--- config.mk ---
export PLATFORM = sky130hd
export DESIGN_NAME = interpolation_search_engine_core
export DESIGN_NICKNAME = d
export VERILOG_FILES = /design/src/design/ise_pkg.sv /design/src/design/ise_ctrl.sv /design/src/design/ise_dpath.sv /design/src/design/interpolation_search_engine_core.sv
export SDC_FILE = /design/constraint.sdc
export NUM_CORES = 2
export LEC_CHECK = 0
export ABC_CLOCK_PERIOD_IN_PS = 18700
export BUFFER_PORTS_ARGS = -buffer_cell sky130_fd_sc_hd__buf_4
export CAP_MARGIN = 20
export CORE_UTILIZATION = 62
export DETAILED_ROUTE_END_ITERATION = 12
export HOLD_SLACK_MARGIN = 0.06
export PLACE_DENSITY = 0.79
export SLEW_MARGIN = 15
export SYNTH_ARGS = -nofsm -noshare
export SYNTH_HDL_FRONTEND = slang
export SYNTH_HIERARCHICAL = 1
export SYNTH_SLANG_ARGS = --single-unit
--- constraint.sdc ---
create_clock -name clk -period 18.7 [get_ports clk]
set_input_delay 1.87 -clock clk [delete_from_list [all_inputs] [get_ports clk]]
set_output_delay 1.87 -clock clk [all_outputs]
set_load 0.05 [all_outputs]
--- src/design/ise_pkg.sv ---
// ise_pkg: shared types and constants for the interpolation search engine
// item structs, function codes, controller/datapath command and status structs
// no dependencies
`default_nettype none
package ise_pkg;

  localparam int DEPTH_DEF = 32;
  localparam int VAL_W     = 32;
  localparam int IDX_W     = 5;
  localparam int POS_W     = 5;

  localparam logic FUNC_WRITE  = 1'b0;
  localparam logic FUNC_SEARCH = 1'b1;

  // store read address select
  localparam logic [1:0] RD_LEFT  = 2'd0;
  localparam logic [1:0] RD_RIGHT = 2'd1;
  localparam logic [1:0] RD_MID   = 2'd2;

  // where a result takes its position from
  localparam logic [1:0] HIT_NONE = 2'd0;
  localparam logic [1:0] HIT_MID  = 2'd1;
  localparam logic [1:0] HIT_LEFT = 2'd2;

  typedef struct packed {
    logic                    func;
    logic [IDX_W-1:0]        entry_index;
    logic signed [VAL_W-1:0] entry_value;
    logic signed [VAL_W-1:0] search_key;
  } in_item_t;

  typedef struct packed {
    logic             found;
    logic [POS_W-1:0] position;
  } out_item_t;

  typedef struct packed {
    logic       write;
    logic       load_search;
    logic       rd_en;
    logic [1:0] rd_sel;
    logic       cap_lv;
    logic       load_div;
    logic       clear_q;
    logic       div_step;
    logic       cap_mid;
    logic       go_left;
    logic       go_right;
    logic       emit;
    logic [1:0] hit_src;
  } cmd_t;

  typedef struct packed {
    logic loop_ok;
    logic in_range;
    logic ends_eq;
    logic div_done;
    logic mid_lt;
    logic mid_gt;
    logic left_ok;
    logic fin_eq;
  } sts_t;

endpackage
`default_nettype wire

--- src/design/ise_ctrl.sv ---
// ise_ctrl: sequencer for write and search items
// drives ise_dpath through ise_pkg::cmd_t, reads ise_pkg::sts_t
`default_nettype none
module ise_ctrl (
  input  wire logic          clk,
  input  wire logic          rst_n,
  input  wire logic          start,
  input  wire logic          func,
  input  wire ise_pkg::sts_t sts,
  output ise_pkg::cmd_t      cmd,
  output logic               busy,
  output logic               out_valid
);

  localparam logic [3:0] S_IDLE    = 4'd0;
  localparam logic [3:0] S_CHECK   = 4'd1;
  localparam logic [3:0] S_RD_L    = 4'd2;
  localparam logic [3:0] S_RD_R    = 4'd3;
  localparam logic [3:0] S_DIV     = 4'd4;
  localparam logic [3:0] S_MID_RD  = 4'd5;
  localparam logic [3:0] S_MID_CMP = 4'd6;
  localparam logic [3:0] S_FIN_RD  = 4'd7;
  localparam logic [3:0] S_FIN_CMP = 4'd8;

  logic [3:0] state_r, state_nxt;
  logic       out_valid_r;

  always_comb begin
    state_nxt = state_r;
    cmd       = '0;
    unique case (state_r)
      S_IDLE: begin
        if (start) begin
          if (func == ise_pkg::FUNC_WRITE) begin
            cmd.write = 1'b1;
          end else begin
            cmd.load_search = 1'b1;
            state_nxt       = S_CHECK;
          end
        end
      end
      S_CHECK: begin
        if (sts.loop_ok) begin
          cmd.rd_en  = 1'b1;
          cmd.rd_sel = ise_pkg::RD_LEFT;
          state_nxt  = S_RD_L;
        end else begin
          state_nxt = S_FIN_RD;
        end
      end
      S_RD_L: begin
        cmd.cap_lv = 1'b1;
        cmd.rd_en  = 1'b1;
        cmd.rd_sel = ise_pkg::RD_RIGHT;
        state_nxt  = S_RD_R;
      end
      S_RD_R: begin
        priority if (!sts.in_range) begin
          state_nxt = S_FIN_RD;
        end else if (sts.ends_eq) begin
          // flat span: probe at left
          cmd.clear_q = 1'b1;
          state_nxt   = S_MID_RD;
        end else begin
          cmd.load_div = 1'b1;
          state_nxt    = S_DIV;
        end
      end
      S_DIV: begin
        cmd.div_step = 1'b1;
        if (sts.div_done) begin
          state_nxt = S_MID_RD;
        end
      end
      S_MID_RD: begin
        cmd.cap_mid = 1'b1;
        cmd.rd_en   = 1'b1;
        cmd.rd_sel  = ise_pkg::RD_MID;
        state_nxt   = S_MID_CMP;
      end
      S_MID_CMP: begin
        priority if (sts.mid_lt) begin
          cmd.go_left = 1'b1;
          state_nxt   = S_CHECK;
        end else if (sts.mid_gt) begin
          cmd.go_right = 1'b1;
          state_nxt    = S_CHECK;
        end else begin
          cmd.emit    = 1'b1;
          cmd.hit_src = ise_pkg::HIT_MID;
          state_nxt   = S_IDLE;
        end
      end
      S_FIN_RD: begin
        if (sts.left_ok) begin
          cmd.rd_en  = 1'b1;
          cmd.rd_sel = ise_pkg::RD_LEFT;
          state_nxt  = S_FIN_CMP;
        end else begin
          cmd.emit    = 1'b1;
          cmd.hit_src = ise_pkg::HIT_NONE;
          state_nxt   = S_IDLE;
        end
      end
      S_FIN_CMP: begin
        cmd.emit    = 1'b1;
        cmd.hit_src = sts.fin_eq ? ise_pkg::HIT_LEFT : ise_pkg::HIT_NONE;
        state_nxt   = S_IDLE;
      end
      default: begin
        state_nxt = S_IDLE;
      end
    endcase
  end

  always_ff @(posedge clk) begin
    if (!rst_n) begin
      state_r     <= S_IDLE;
      out_valid_r <= 1'b0;
    end else begin
      state_r     <= state_nxt;
      out_valid_r <= cmd.emit;
    end
  end

  assign busy      = (state_r != S_IDLE);
  assign out_valid = out_valid_r;

endmodule
`default_nettype wire

--- src/design/ise_dpath.sv ---
// ise_dpath: value store, search bounds, probe multiplier and restoring divider
// uses ise_pkg types; commanded by ise_ctrl
`default_nettype none
module ise_dpath #(
  parameter int DEPTH = ise_pkg::DEPTH_DEF
) (
  input  wire logic              clk,
  input  wire ise_pkg::in_item_t in_data,
  input  wire ise_pkg::cmd_t     cmd,
  output ise_pkg::sts_t          sts,
  output ise_pkg::out_item_t     out_data
);

  localparam int IW = (DEPTH > 1) ? $clog2(DEPTH) : 1;  // store address
  localparam int LW = $clog2(DEPTH + 1);                // bound, holds DEPTH
  localparam int XW = ((IW > ise_pkg::IDX_W) ? IW : ise_pkg::IDX_W) + 1;
  localparam int PW = ise_pkg::VAL_W + IW;              // product / remainder
  localparam int CW = $clog2(IW + 1);
  localparam int VW = ise_pkg::VAL_W;

  logic [VW-1:0]        mem [DEPTH];
  logic [VW-1:0]        rdata_r;
  logic signed [VW-1:0] key_r;
  logic signed [VW-1:0] lv_r;
  logic [LW-1:0]        left_r, left_nxt;
  logic [LW-1:0]        rp1_r, rp1_nxt;   // right + 1
  logic [IW-1:0]        q_r, q_nxt;
  logic [PW-1:0]        rem_r, rem_nxt;
  logic [PW-1:0]        dsh_r, dsh_nxt;
  logic [CW-1:0]        cnt_r, cnt_nxt;
  logic [IW-1:0]        mid_r;
  ise_pkg::out_item_t   out_r;

  logic [XW-1:0] widx;
  logic [IW-1:0] rd_addr;
  logic [IW-1:0] left_a, right_a, mid_a, span;
  logic [VW-1:0] diff_kl, den;
  logic [PW-1:0] prod;
  logic          ge;
  logic [IW-1:0] pos_sel;

  assign widx    = XW'(in_data.entry_index);
  assign left_a  = left_r[IW-1:0];
  assign right_a = IW'(rp1_r - LW'(1));
  assign mid_a   = left_a + q_r;
  assign span    = right_a - left_a;
  // key >= A[left] and A[right] > A[left] here, so both fit unsigned
  assign diff_kl = VW'(key_r - lv_r);
  assign den     = rdata_r - VW'(lv_r);
  assign prod    = PW'(diff_kl) * PW'(span);
  assign ge      = (rem_r >= dsh_r);

  always_comb begin
    unique case (cmd.rd_sel)
      ise_pkg::RD_LEFT:  rd_addr = left_a;
      ise_pkg::RD_RIGHT: rd_addr = right_a;
      ise_pkg::RD_MID:   rd_addr = mid_a;
      default:           rd_addr = left_a;
    endcase
  end

  always_ff @(posedge clk) begin
    if (cmd.write && (widx < XW'(DEPTH))) begin
      mem[widx[IW-1:0]] <= in_data.entry_value;
    end
    if (cmd.rd_en) begin
      rdata_r <= mem[rd_addr];
    end
  end

  always_comb begin
    left_nxt = left_r;
    rp1_nxt  = rp1_r;
    q_nxt    = q_r;
    rem_nxt  = rem_r;
    dsh_nxt  = dsh_r;
    cnt_nxt  = cnt_r;
    if (cmd.load_search) begin
      left_nxt = '0;
      rp1_nxt  = LW'(DEPTH);
    end
    if (cmd.go_left) begin
      left_nxt = LW'(mid_r) + LW'(1);
    end
    if (cmd.go_right) begin
      rp1_nxt = LW'(mid_r);
    end
    if (cmd.clear_q) begin
      q_nxt = '0;
    end
    if (cmd.load_div) begin
      rem_nxt = prod;
      dsh_nxt = PW'(den) << (IW - 1);
      cnt_nxt = CW'(IW - 1);
      q_nxt   = '0;
    end
    if (cmd.div_step) begin
      // one quotient bit per cycle, msb first
      if (ge) begin
        rem_nxt = rem_r - dsh_r;
      end
      q_nxt   = IW'({q_r, ge});
      dsh_nxt = dsh_r >> 1;
      cnt_nxt = cnt_r - CW'(1);
    end
  end

  always_comb begin
    unique case (cmd.hit_src)
      ise_pkg::HIT_MID:  pos_sel = mid_r;
      ise_pkg::HIT_LEFT: pos_sel = left_a;
      default:           pos_sel = '0;
    endcase
  end

  always_ff @(posedge clk) begin
    left_r <= left_nxt;
    rp1_r  <= rp1_nxt;
    q_r    <= q_nxt;
    rem_r  <= rem_nxt;
    dsh_r  <= dsh_nxt;
    cnt_r  <= cnt_nxt;
    if (cmd.load_search) begin
      key_r <= in_data.search_key;
    end
    if (cmd.cap_lv) begin
      lv_r <= $signed(rdata_r);
    end
    if (cmd.cap_mid) begin
      mid_r <= mid_a;
    end
    if (cmd.emit) begin
      out_r.found    <= (cmd.hit_src != ise_pkg::HIT_NONE);
      out_r.position <= ise_pkg::POS_W'(pos_sel);
    end
  end

  always_comb begin
    sts.loop_ok  = (left_r < rp1_r);
    sts.in_range = (lv_r <= key_r) && ($signed(rdata_r) >= key_r);
    sts.ends_eq  = (rdata_r == VW'(lv_r));
    sts.div_done = (cnt_r == '0);
    sts.mid_lt   = ($signed(rdata_r) < key_r);
    sts.mid_gt   = ($signed(rdata_r) > key_r);
    sts.left_ok  = (left_r < LW'(DEPTH));
    sts.fin_eq   = ($signed(rdata_r) == key_r);
  end

  assign out_data = out_r;

endmodule
`default_nettype wire

--- src/design/interpolation_search_engine_core.sv ---
// channel   ports                   handshake
// input     start, busy, in_data    taken when start && !busy
// result    out_valid, out_data     one-cycle strobe, no back-pressure
//
// a write item leaves busy low and gives no result; busy holds off new items during a search
// a search probe steps through check, two end reads, the divider (one quotient bit at a time),
// probe read and compare, with no divider steps on a flat span; one probe on evenly spread
// data, up to DEPTH at worst, then on a miss the loop is left and the entry at left is checked
// the result strobe comes in the same cycle that busy drops; the receiver cannot stall it
// the store has one read port; reset clears only the sequencer, not the store
`default_nettype none
module interpolation_search_engine_core #(
  parameter int DEPTH = ise_pkg::DEPTH_DEF
) (
  input  wire logic              clk,
  input  wire logic              rst_n,
  input  wire logic              start,
  output logic                   busy,
  input  wire ise_pkg::in_item_t in_data,
  output logic                   out_valid,
  output ise_pkg::out_item_t     out_data
);

  ise_pkg::cmd_t cmd;
  ise_pkg::sts_t sts;

  ise_ctrl u_ctrl (
    .clk       (clk),
    .rst_n     (rst_n),
    .start     (start),
    .func      (in_data.func),
    .sts       (sts),
    .cmd       (cmd),
    .busy      (busy),
    .out_valid (out_valid)
  );

  ise_dpath #(
    .DEPTH (DEPTH)
  ) u_dpath (
    .clk      (clk),
    .in_data  (in_data),
    .cmd      (cmd),
    .sts      (sts),
    .out_data (out_data)
  );

`ifndef NO_ASSERTIONS
  a_strobe_idle: assert property (@(posedge clk) disable iff (!rst_n)
    out_valid |-> !busy)
    else $error("result strobe while busy");

  a_write_no_result: assert property (@(posedge clk) disable iff (!rst_n)
    (start && !busy && in_data.func == ise_pkg::FUNC_WRITE) |=> !out_valid)
    else $error("write item produced a result");

  a_search_busy: assert property (@(posedge clk) disable iff (!rst_n)
    (start && !busy && in_data.func == ise_pkg::FUNC_SEARCH) |=> busy)
    else $error("search item did not start");

  a_miss_pos_zero: assert property (@(posedge clk) disable iff (!rst_n)
    (out_valid && !out_data.found) |-> (out_data.position == '0))
    else $error("miss with nonzero position");
`endif

endmodule
`default_nettype wire

Word level (Yosys, flattened, before mapping)
Memory sizes are Yosys's and may differ from the RTL's. A register that Yosys moved wholly into a read port is not among the register bits.
Cells that the tools add are included.

storage, ports and cells
  register bits after elaboration = 173
  bits in latches = 0
  bits in writable memories = 1024
  memory bits (read-only) = 0
  input port bits = 73
  output and inout port bits = 8
  memories kept = 1

operators by class
  add/subtract/negate cells = 8
  multiply operators = 1
  div/mod/pow operators = 0
  $lt $le $gt $ge = 8
  equal/unequal tests = 17
  shifts and indexed selects = 0
  multiplexer cells = 50
  bitwise gates (word level) = 0
  reductions and logical operators = 11

memory list
  name         depth  bits a word  rd ports  clocked after Yosys merged registers in  write ports  RTL line         text
  u_dpath.mem  32     32           1         1                                        1            ise_dpath.sv:21  logic [VW-1:0] mem [DEPTH];

operators by type and width
  kind                                           number
  two-way mux 37 bit                             3
  == test 32 bit                                 2
  subtractor 32 bit                              2
  >= comparator 37 x 36 -> 1 bit                 1
  multiplier 32 x 5 -> 37 bit                    1
  subtractor 37 x 36 -> 37 bit                   1
  two-way mux 36 bit                             1
  two-way mux 35 bit                             1
  >= comparator 32 bit                           1
  > comparator 32 bit                            1
  less-or-equal comparator 32 bit                1
  less-than comparator 32 bit                    1
  case mux 4 bit (8 select lines)                1
  two-way mux 5 bit                              5
  two-way mux 4 bit                              6
  two-way mux 3 bit                              7
  case mux 5 bit (2 select lines)                2
  == test 4 x 3 -> 1 bit, second input constant  4
  two-way mux 2 bit                              7
  two-way mux 1 bit                              13
  two-way mux 6 bit                              2
  case mux 3 bit (4 select lines)                1
  case mux 3 bit (3 select lines)                1
  == test 4 x 2 -> 1 bit, second input constant  2
  20 further kinds                               28

Logic depth before layout (Yosys ltp)
  word-level depth = 7
  mapped depth = 30

By module
Netlist, hierarchy kept.

by module, submodules not included
  module     times used  cells each  area each (µm²)  sequential area each (µm²)
  ise_dpath  1           3792        58157.0          36374.9
  ise_ctrl   1           60          441.7            100.1

Worst setup path after synthesis
No wires, ideal clock.

  path type = reg-to-reg
  from = register u_dpath.lv_r[1]
  to = register u_dpath.rem_r[33]
  library setup time = 0.079 ns
  data arrival time = 6.071 ns
  setup slack = 12.549 ns
  cell stages (with the launch flop) = 29
  buffers on the path = 0
  cells stage by stage = edfxtp_1 -> inv_1 -> ha_1 -> nor2b_1 -> o21a_1 -> o21ai_2 -> a21oi_1 -> o41ai_1 -> o211ai_1 -> a2111oi_0 -> nor3_1 -> xnor2_1 -> nor2_1 -> fa_1 -> fa_1 -> inv_1 -> fa_1 -> inv_1 -> ha_1 -> a21oi_1 -> o21bai_1 -> a21o_1 -> or4_4 -> o21ai_4 -> o21ai_2 -> a211oi_2 -> xnor2_1 -> nand2_1 -> a22oi_1

on the way
  cells in the longest elaborated chain, start to end = 7

ends and longest elaborated chain
  element                                                              RTL line          text
  start, declared                                                      ise_dpath.sv:24   logic signed [VW-1:0] lv_r;
  start signal, assigned                                               ise_dpath.sv:127  lv_r <= $signed(rdata_r);
  branches (longest 4 deep; another with multiplier 32 x 5 -> 37 bit)  n/a
  two-way mux 37 bit *                                                 ise_dpath.sv:91   if (cmd.load_div) begin
  two-way mux 37 bit                                                   ise_dpath.sv:99   if (ge) begin
  two-way mux 37 bit *                                                 ise_dpath.sv:97   if (cmd.div_step) begin
  net u_dpath.rem_nxt[33]                                              ise_dpath.sv:28   logic [PW-1:0] rem_r, rem_nxt;
  end signal, assigned                                                 ise_dpath.sv:120  rem_r <= rem_nxt;
  end, declared                                                        ise_dpath.sv:28

Mark *: on every way through the listed nets, which the timed path passes.
A chain may end at the register's enable or synchronous reset.

Final worst setup path
  from = register u_dpath.key_r[0]
  to = register u_dpath.rem_r[36]

on the way
  cells in the longest elaborated chain, start to end = 7

ends and longest elaborated chain
  element                                                              RTL line          text
  start, declared                                                      ise_dpath.sv:23   logic signed [VW-1:0] key_r;
  start signal, assigned                                               ise_dpath.sv:124  key_r <= in_data.search_key;
  branches (longest 4 deep; another with multiplier 32 x 5 -> 37 bit)  n/a
  two-way mux 37 bit *                                                 ise_dpath.sv:91
  two-way mux 37 bit                                                   ise_dpath.sv:99
  two-way mux 37 bit *                                                 ise_dpath.sv:97
  net u_dpath.rem_nxt[36]                                              ise_dpath.sv:28

Marked as above.

==> results.toml <==
[status]
status = "complete, no violations"

[drt]
drc = 0
drt-initial-drc-count = 3704
num_vias = 34100
avgRoutedWirePerCell_um = 26.92
avgViaCountPerCell = 6.418
drt_wl_total_um = 143000
drtAntennaViolNets = 0
dr.pass1.iters = 6

[worst_hold_path]
hp-start = "u_dpath/rdata_r[0]$_DFFE_PP_"
holdCritPathClass = "reg -> reg"
min_path_cells = 0
min_to = "u_dpath/lv_r[0]$_DFFE_PP_"

[synthesis]
synth_edf_count = 1186
post_synth_mux_area_share_pct = 12.57
async_flop_share_pct = 0
synth_top_family_by_area = "multiplexers"
synth_compound_area_share_pct = 7.050
synth-simple-area-share_pct = 5.836
syn_area_mm2 = 0.05860
synthAdderAreaFrac_pct = 7.495
synthXorXnorAreaFrac_pct = 1.779
netlist_instances = 3852
syn_avg_cell_area_um2 = 15.21
yosys_warnings = 6
yosysSeqAreaShare_pct = 62.25
synthFlopType = "edfxtp_1"
synth-seq-cells = 1229
synth_cell_type_count = 96
syn-num-nets = 4219

[floorplanning]
ios = 81
core_area_mm2 = 0.09347
rows = 112
die-width_um = 309.4
die_height_um = 309.4
die-area_mm2 = 0.09575
start_util_pct = 62.69

[sta]
slew_viol_final = 0
tns_ns = 0
tightest_slew_ns = 1.125
finalCritPeriodShare_pct = 37.43
skew_ns = 0.03704
relSlewSlack_pct = 24.18
period_needed_ns = 6.999
setup_viol = 0
max_freq_ghz = 0.1429
hold_violations = 0
rsz0062_at_grt = "false"

[global_route]
overflow = 0
grt_max_degree = 129
grt_usage_pct = 30.43
grt_pass1_wl_um = 212800
antenna_found_initial = 8
grt_pass1_vias = 34510

[place]
gp_congestion = 0.9204
dp_hpwl_um = 82170
io_buffers = 80
place_area_mm2 = 0.06090
post-place-cells = 5087

[final_layout]
syn2layout_area_growth_pct = 10.46
fillers = 6004
final_cell_count_no_fill = 5313
nets = 4321
final_cell_mix = "1,186 x edfxtp_1, 289 x inv_1, 256 x mux4_2"
final_area_mm2 = 0.06473
final_layout_size_suffix_gt1_share_pct = 18.23
final_common_cell = "edfxtp_1"

[clock_tree]
clock_sinks = 1229
clockBufferDepth = 3
cts_setup_buffers = 0
cts-hold-fix-buffers = 0
clkTransAtPathRegs_ns = 0.06
cts_buffers = 118
htreeDepth = 3
clk_latency_ns = 0.72
cts_root_buffer = "clkbuf_16"
cts_tree = "yes"
cts_resized = 0

[setup_path]
arrival_ns = 7.58
cpPeakStageDelay_ns = 0.50
cp_max_fo = 6
crit_path_start_kind = "register"
cpMostUsedCell = "fa_1"
cp-startpoint = "u_dpath/key_r[0]$_DFFE_PP_"
r2r-start = "u_dpath/key_r[0]$_DFFE_PP_"
rrSetupSlack_ns = 11.70
crit_slowest_cell = "fa_1"
critPathKind = "reg -> reg"
crit_path_end_kind = "register"
reg2reg_to = "u_dpath/rem_r[36]$_DFF_P_"
reg2reg_depth = 29
required_ns = 19.28

[job]
cap_violations = 0
-- synthesized netlist by cell type (8+ instances only) --
cell type,instances,share of area (%)
and2_1,20,0.21
o21a_1,28,0.36
nand2b_1,22,0.23
inv_1,289,1.9
edfxtp_1,1186,61
nand2_1,149,0.95
nand4_1,26,0.28
xor2_1,49,0.73
mux4_2,256,9.8
buf_2,45,0.38
a211oi_1,21,0.27
and3_1,14,0.15
nor3b_1,10,0.13
buf_1,8,0.051
a22oi_1,13,0.17
dfxtp_1,43,1.5
or2_2,32,0.34
nor2b_1,35,0.37
fa_1,95,3.2
o211ai_1,41,0.53
o31ai_1,8,0.10
o21ai_1,32,0.27
xnor2_1,70,1.0
a21o_1,80,1.0
mux2i_1,88,1.5
mux2_2,64,1.2
nor3_1,41,0.35
a21oi_1,187,1.6
nor2_1,272,1.7
nand3_1,37,0.32
nand3b_1,8,0.10
clkbuf_1,95,0.61
o21bai_1,18,0.23
or3_1,11,0.12
o21ai_0,122,1.0
a21boi_0,8,0.10
ha_1,199,4.2
-- layer usage --
layer,vias to the layer above,wire (µm),track usage [%]
met5,-,44,0
li1,14900,-,-
met1,17050,53300,39.00
met4,6,7200,14.96
met3,388,11900,4.850
met2,1749,70560,50.94
-- flip-flops by register name, indices dropped and copies added (netlist names) --
name and cells:
u_dpath/lv_r 32, u_dpath/rdata_r 32, u_dpath/cnt_r 3, u_dpath/out_data 6, u_dpath/mem 1024, u_dpath/q_r 5, u_dpath/rem_r 37, u_ctrl/out_valid 1
u_dpath/dsh_r 36, u_dpath/key_r 32, u_dpath/rp1_r 6, u_ctrl/state_r 4, u_dpath/mid_r 5, u_dpath/left_r 6
-- worst max-delay path: cells and delay by family (launching register included) --
kind | cells | cell delay [ns]
AOI/OAI and AO/OA | 12 | 2.45
DFF | 1 | 0.40
and+or+nand+nor | 6 | 1.10
xor gates and xnor gates | 2 | 0.50
adders and majority gates | 6 | 2.23
buffers and inverters | 3 | 0.17
-- kinds of logic after synthesis --
family,Yosys count
DFF,1229
and+or+nand+nor,714
AOI/OAI and AO/OA,642
buffers and inverters,446
muxes,408
adders and majority gates,294
xor gates and xnor gates,119
-- per-stage QoR --
stage	setup WS (ns)	util, %	hold WS, ns
after CTS	11.74	69.23	0.4503
after global placement	11.91	65.16	0.4422
after detailed placement	11.79	65.16	0.4441
final	11.70	69.25	0.4520
after global routing	11.11	69.25	0.4522
after floorplan	12.55	-	0.4264
-- area by class of cell --
type	instances	area (µm²)	share of cell area (%)
Inverter	290	1089	1.682
Clock buffer	131	3023	4.670
Clock inverter	89	788.3	1.218
Tap cell	1254	1569	2.424
Timing Repair Buffer	138	1071	1.655
Sequential cell	1229	36480	56.35
Multi-Input combinational cell	2177	20700	31.98
Antenna cell	5	12.51	0.01933
-- worst max path at each step --
stage	endpoint	slack, ns	cells after the start
2_1_floorplan	u_dpath/rem_r[33]$_DFF_P_	12.55	28
3_3_place_gp	u_dpath/rem_r[27]$_DFF_P_	11.91	28
3_5_place_dp	u_dpath/rem_r[36]$_DFF_P_	11.79	29
4_1_cts	u_dpath/rem_r[36]$_DFF_P_	11.74	29
5_1_grt	u_dpath/rem_r[36]$_DFF_P_	11.11	29
6_report	u_dpath/rem_r[36]$_DFF_P_	11.70	29
Power is left out: the tool's default activity adds up to more than one toggle a clock period on the data nets, which glitch-free logic cannot reach.
